[config.mk]
export PLATFORM = sky130hd
export DESIGN_NAME = c8x_ctrl
export DESIGN_NICKNAME = d
export VERILOG_FILES = /design/src/rtl/c8x_pkg.sv /design/src/rtl/c8x_ctrl.sv
export SDC_FILE = /design/constraint.sdc
export NUM_CORES = 1
export LEC_CHECK = 0
export BUFFER_PORTS_ARGS = -buffer_cell sky130_fd_sc_hd__buf_2
export CAP_MARGIN = 10
export CORE_AREA = 8 8 51 53
export CTS_CLUSTER_SIZE = 28
export DETAILED_ROUTE_END_ITERATION = 10
export DIE_AREA = 0 0 59 61
export HOLD_SLACK_MARGIN = 0.08
export PLACE_DENSITY = 0.8
export SLEW_MARGIN = 20
export SYNTH_ARGS = -nofsm -noshare
export SYNTH_HDL_FRONTEND = slang
export SYNTH_SLANG_ARGS = --single-unit
export TNS_END_PERCENT = 1
[constraint.sdc]
create_clock -name clk_i -period 3 [get_ports clk_i]
set_clock_uncertainty 0.15 [all_clocks]
set_input_delay 0.6 -clock clk_i [delete_from_list [all_inputs] [get_ports clk_i]]
set_output_delay 0.6 -clock clk_i [all_outputs]
set_load 0.03 [all_outputs]
[src/rtl/c8x_pkg.sv]
// Package for the CHIP-8 instruction executor: sizes, function codes, controller
// states, word types and the command/status structs between controller and datapath.
// No dependencies.
package c8x_pkg;

  localparam int StackDepth = 16;
  localparam int SpW        = $clog2(StackDepth);
  localparam int MemBytes   = 4096;
  localparam int MemAw      = 12;
  localparam int KeyCount   = 16;
  localparam int FontHeight = 5;

  typedef enum logic [1:0] {
    FUNC_EXEC  = 2'd0,
    FUNC_WRITE = 2'd1,
    FUNC_READ  = 2'd2,
    FUNC_TICK  = 2'd3
  } func_e;

  typedef enum logic [8:0] {
    ST_IDLE  = 9'b000000001,
    ST_EXEC  = 9'b000000010,
    ST_RDWT  = 9'b000000100,
    ST_RET   = 9'b000001000,
    ST_BCD   = 9'b000010000,
    ST_SAVE  = 9'b000100000,
    ST_LOAD  = 9'b001000000,
    ST_LDWT  = 9'b010000000,
    ST_DONE  = 9'b100000000
  } state_e;

  // source of the memory write byte
  typedef enum logic [1:0] {
    SRC_DATA = 2'd0,
    SRC_BCD  = 2'd1,
    SRC_REG  = 2'd2
  } mem_src_e;

  // input and output words
  typedef struct packed {
    func_e       func;
    logic [15:0] opcode;
    logic [11:0] mem_address;
    logic [7:0]  mem_data;
    logic [15:0] key_state;
    logic [7:0]  random_byte;
  } in_word_t;

  typedef struct packed {
    logic [11:0] next_pc;
    logic [7:0]  read_data;
    logic        clear_screen;
    logic        unknown_opcode;
    logic        waiting_key;
    logic        sound_active;
  } out_word_t;

  // controller -> datapath
  typedef struct packed {
    logic       capture;    // latch the accepted input word
    logic       exec;       // execute the simple part of the opcode
    logic       rd_data;    // latch memory byte as read_data
    logic       ret_pc;     // load pc from stack read data
    logic       mem_we;     // memory write strobe
    mem_src_e   mem_src;    // input data, bcd digit or register
    logic       ld_reg;     // load V[cnt] from memory read data
    logic [3:0] cnt;        // step count for bcd / save / load
  } cmd_t;

  // datapath -> controller
  typedef struct packed {
    logic [1:0] func;
    logic       is_ret;
    logic       is_bcd;
    logic       is_save;
    logic       is_load;
    logic [3:0] x;
  } sts_t;

endpackage

[src/rtl/c8x_ctrl.sv]
// Controller state machine of the CHIP-8 executor: sequences memory steps.
// Depends on c8x_pkg.
module c8x_ctrl import c8x_pkg::*; (
  input  logic clk_i,
  input  logic rst_ni,
  input  logic in_valid_i,
  output logic in_ready_o,
  output logic out_valid_o,
  input  logic out_ready_i,
  input  sts_t sts_i,
  output cmd_t cmd_o
);
  state_e     state_q, state_d;
  logic [3:0] cnt_q, cnt_d;

  always_ff @(posedge clk_i or negedge rst_ni) begin
    if (!rst_ni) begin
      state_q <= ST_IDLE;
      cnt_q   <= '0;
    end else begin
      state_q <= state_d;
      cnt_q   <= cnt_d;
    end
  end

  always_comb begin
    state_d     = state_q;
    cnt_d       = cnt_q;
    cmd_o       = '0;
    cmd_o.cnt   = cnt_q;
    in_ready_o  = 1'b0;
    out_valid_o = 1'b0;
    unique case (state_q)
      ST_IDLE: begin
        in_ready_o = 1'b1;
        if (in_valid_i) begin
          cmd_o.capture = 1'b1;
          state_d = ST_EXEC;
        end
      end
      ST_EXEC: begin
        cnt_d = '0;
        unique case (sts_i.func)
          FUNC_WRITE: begin
            cmd_o.mem_we = 1'b1;
            state_d = ST_DONE;
          end
          FUNC_READ: state_d = ST_RDWT;
          FUNC_TICK: begin
            cmd_o.exec = 1'b1;
            state_d = ST_DONE;
          end
          default: begin
            cmd_o.exec = 1'b1;
            if (sts_i.is_ret) state_d = ST_RET;
            else if (sts_i.is_bcd) state_d = ST_BCD;
            else if (sts_i.is_save) state_d = ST_SAVE;
            else if (sts_i.is_load) state_d = ST_LOAD;
            else state_d = ST_DONE;
          end
        endcase
      end
      ST_RDWT: begin
        cmd_o.rd_data = 1'b1;
        state_d = ST_DONE;
      end
      ST_RET: begin
        cmd_o.ret_pc = 1'b1;
        state_d = ST_DONE;
      end
      ST_BCD: begin
        cmd_o.mem_we  = 1'b1;
        cmd_o.mem_src = SRC_BCD;
        cnt_d = cnt_q + 4'd1;
        if (cnt_q == 4'd2) state_d = ST_DONE;
      end
      ST_SAVE: begin
        cmd_o.mem_we  = 1'b1;
        cmd_o.mem_src = SRC_REG;
        cnt_d = cnt_q + 4'd1;
        if (cnt_q == sts_i.x) state_d = ST_DONE;
      end
      ST_LOAD: state_d = ST_LDWT;  // address presented, data next cycle
      ST_LDWT: begin
        cmd_o.ld_reg = 1'b1;
        cnt_d = cnt_q + 4'd1;
        state_d = (cnt_q == sts_i.x) ? ST_DONE : ST_LOAD;
      end
      ST_DONE: begin
        out_valid_o = 1'b1;
        if (out_ready_i) state_d = ST_IDLE;
      end
      default: state_d = ST_IDLE;
    endcase
  end
endmodule

### Yosys cells after proc, flatten, opt, wreduce, memory -nomap -nowiden

Index checks and enable logic that the tools add are counted.

* flip-flop bits (word level): 13
* input port bits: 14
* output and inout port bits: 14
* word-level logic and storage cells: 52

* add/sub/neg operators: 1
* equal/unequal tests: 18
* muxes and demuxes: 24
* reductions and logical operators: 7

Operators by type and width (count)
* 9-bit 2-to-1 mux: 9
* 9-bit one-hot mux with 8 select lines: 1
* 9-bit one-hot mux with 2 select lines: 1
* 1-bit 2-to-1 mux: 10
* 9-bit by 1-bit == test with 1-bit output, second input constant: 1
* 9-bit by 2-bit == test with 1-bit output, second input constant: 1
* 9-bit by 3-bit == test with 1-bit output, second input constant: 1
* 9-bit by 4-bit == test with 1-bit output, second input constant: 1
* 9-bit by 5-bit == test with 1-bit output, second input constant: 1
* 9-bit by 6-bit == test with 1-bit output, second input constant: 1
* 9-bit by 7-bit == test with 1-bit output, second input constant: 1
* 9-bit by 8-bit == test with 1-bit output, second input constant: 1
* 9-bit == test, second input constant: 1
* 2-bit inequality test, second input constant: 4
* 4-bit one-hot mux with 2 select lines: 1
* 2-bit OR reduction: 4
* 4-bit by 1-bit adder with 4-bit output, second input constant: 1
* 2-bit == test, second input constant: 2
* 4-bit by 2-bit == test with 1-bit output, second input constant: 1
* 4-bit == test: 1
* 2-bit one-hot mux with 2 select lines: 1
* 4-bit AND reduction: 1
* 3-bit OR reduction: 1
* 2-bit by 1-bit == test with 1-bit output, second input constant: 1
* 2 further kinds: 2

### Depth between registers and ports, before layout

* depth in word-level cells: 6
* mapped depth: 7
* depth with buffers taken out: 7

### Worst setup path before layout

OpenSTA, ideal clock, no wires.

* kind: flip-flop to output port
* start point: reg state_q[5]
* end point: out cmd_o[9] (netlist bit)
* arrival time: 1.817 ns
* required time: 2.250 ns
* slack: 0.433 ns
* stages on the path, launching flop included: 4
* path buffers: 0
* path through: dfrtp_1 > nor4_2 > nand2_1 > nor3b_1

RTL lines
* start, declared: RTL line c8x_ctrl.sv:13 `state_e state_q, state_d;`
* start signal, assigned: RTL line c8x_ctrl.sv:21 `state_q <= state_d;`
* end, declared: RTL line c8x_ctrl.sv:11 `output cmd_t cmd_o`

==> reports/qor.csv <==
stage;metric;value;unit
sta;crit share post-route;0.907;
sta;minimum clock period;2720;ps
pwr;Switch Pwr;0.300;mW
global_route;initial antenna violation count;0;
pwr;combinational share of power;0.464;
hold_path;hold path depth;2;
route;Post-DRT Antenna Nets;0;
run;Max-cap violations;0;
setup_path;worst reg2reg setup slack;1030;ps
pwr;Power Density;586;nW/um2
die;die width;59;um
sta;Final Hold Fails;0;
logic_synthesis;cell count after synthesis;97;
route;DR pass1 iterations;5;
hold_path;Hold WC Path Type;input pin to flop;
setup_path;CP Max Fanout;6;
route;DR iter-0 viols;18;
setup_path;Critical path buffers and inverters;1;
route;vias;856;
global_route;gr ovfl total;0;
setup_path;crit path DAT;1970;ps
route;WL/cell;14.8;um
die;initial core utilization;0.513;
setup_path;Req. time, crit path;2250;ps
die;die area;3600;um2
sta;Worst-Margin Slew;421;ps
global_route;first-pass GRT wire length;3780;um
setup_path;Setup CP Type;flop to primary output;
cts;CTS Buf Count;3;
pwr;static leakage;0.629;nW
logic_synthesis;EDFF count, synth;0;
setup_path;Crit-path slowest cell;nor4_4;
route;Avg Vias per Cell;5.49;
cts;H-tree levels;1;
cts;CTS sink count;13;
place;Placed Cells;151;
finish;Area growth, synth to finish;22.8;%
place;dpl hpwl;1870;um
global_route;vias in the first global route;846;
logic_synthesis;Cell variety after synth;37;
die;# IOs;28;
setup_path;worst reg2reg path depth;5;
finish;fin nets;150;
die;# rows;16;
logic_synthesis;Synth Register Bits;13;
sta;fmax;0.367;GHz
logic_synthesis;syn_nets;117;
logic_synthesis;top-area cell type share of the netlist area;0.318;
setup_path;worst stage delay on the critical path;470;ps
die;die height;61;um
logic_synthesis;Yosys top cell by area;dfrtp_1;
setup_path;Startpoint Class;flop;
pwr;peak supply drop;0.363;mV
finish;share of cells above drive strength 1;0.318;
logic_synthesis;sequential cell area fraction in the yosys report;0.346;
cts;root buf cell;clkbuf_4;
pwr;Reg power frac;0.367;
logic_synthesis;synth top area cells;dfrtp_1 (32%), ha_1 (7.9%), xor2_1 (4.6%);
logic_synthesis;share of flip-flops with an asynchronous set or reset;1.00;
sta;Max Slew Vio Count;0;
logic_synthesis;Yosys warnings;0;
setup_path;CP dominant cell by count;nand2_1;
finish;commonest non-fill, non-tap cell in the layout;buf_2;
logic_synthesis;Avg Inst Size Synth;9.74;um2
route;DRC;0;
cts;clock latency at the later pin of the worst-skew pair;290;ps
global_route;pin count of the biggest net entering global routing;14;
sta;setup tns final;0;ps
pwr;P_int;0.380;mW
sta;slew margin rel.;0.718;
setup_path;crit path cell chain;nor4_4 > nand2_1 > nor3b_2 > nand2_1 > nand2_1 > buf_2;
global_route;global router's overall resource usage;0.132;
cts;CTS tree;built;
setup_path;Levels on crit path;6;
sta;final setup fails;0;
place;GP Congestion;0.820;
finish;final core utilization;0.630;
pwr;Clock Power Share;0.169;
setup_path;Worst setup EP type;primary output;
die;core area;1840;um2
cts;clk buf depth;2;
finish;post-route insts no fill;156;
cts;clk slew on worst S/H paths;90;ps
finish;ant diodes;0;
sta;RSZ-0062 raised after global routing;false;
place;port bufs;27;
pwr;switching share of power;0.441;
route;Post-Route WL;2310;um
finish;most used cells in the layout excluding fill and tap cells;buf_2 (27), dfrtp_1 (12), inv_1 (10), nand3_1 (7);
logic_synthesis;Synth Flop Type;dfrtp_1;
logic_synthesis;Cell Area, Synth;945;um2
setup_path;delay-heaviest family, CP;simple AND/OR/NAND/NOR gates;
run_status;status;completed;
[registers in the layout, indices dropped and copies added (netlist names)]
name	count
state_q	9
cnt_q	4
[metal layers]
metal | GRT usage | share of wire | vias to the layer above | wire [um]
li1 | - | - | 412 | -
met1 | 0.166 | 0.45 | 408 | 1040
met2 | 0.217 | 0.48 | 32 | 1110
met3 | 0.0318 | 0.059 | 4 | 137
met4 | 0.0444 | 0.010 | 0 | 23
met5 | 0 | 0 | - | 0
[power by group through the flow]
stage / clock network, mW / logic (mW) / registers (mW)
5_1_grt: 0.121 / 0.342 / 0.254
3_3_place_gp: 0 / 0.302 / 0.250
4_1_cts: 0.113 / 0.314 / 0.249
2_1_floorplan: 0 / 0.227 / 0.255
3_5_place_dp: 0 / 0.312 / 0.252
6_report: 0.115 / 0.315 / 0.250
[path summary, 6_finish.rpt]
kind | start | endpoint
setup / recovery | state_q[5] | cmd_o[7]
hold / removal | in_valid_i | state_q[0]
setup reg to reg | state_q[1] | cnt_q[2]
hold reg to reg | cnt_q[0] | cnt_q[0]
max in group asynchronous | rst_ni | state_q[0]
min in group asynchronous | rst_ni | cnt_q[0]
[area by class of cell]
cell class,instances,area [um2]
fill,168,682
multi-input combinational,74,589
sequential,13,327
timing repair buffer,28,145
inverter,10,37.5
tap,27,33.8
clock buffer,3,22.5
clock inverter,1,5.00
[Yosys cell counts, drive strengths merged, types with 4 or more instances]
cell type  number
o21ai           6
nor2            6
inv            10
ha              6
xor2            5
nor3b           5
dfrtp          12
nand2           4
nand3           7
and2            4
[through the flow]
stage | cell area [um2] | setup slack [ps] | hold WS, ps | power (mW)
global placement | 1110 | 553 | 343 | 0.553
floorplan | 945 | 433 | 154 | 0.481
global route | 1160 | 118 | 357 | 0.717
CTS | 1150 | 148 | 354 | 0.676
detailed placement | 1110 | 461 | 355 | 0.564
finish | 1160 | 278 | 349 | 0.680
[cells by family (layout without fill, tap and decap cells)]
family	after synthesis	in the layout	synth area share
fa+ha+maj	6	6	0.0795
xor+xnor	8	8	0.0742
compound gates	15	15	0.118
buf+inv	10	42	0.0397
mux	1	1	0.0106
simple gates	44	44	0.332
flops	13	13	0.346
[timing repair]
action / CTS / global route
hold endpoints to repair: 12 / 0
hold buffers: 1 / 0
resized for setup: 0 / 1
setup buffers: 0 / 0
setup endpoints to repair: 0 / 2
Power figures use the tool's default switching activity.
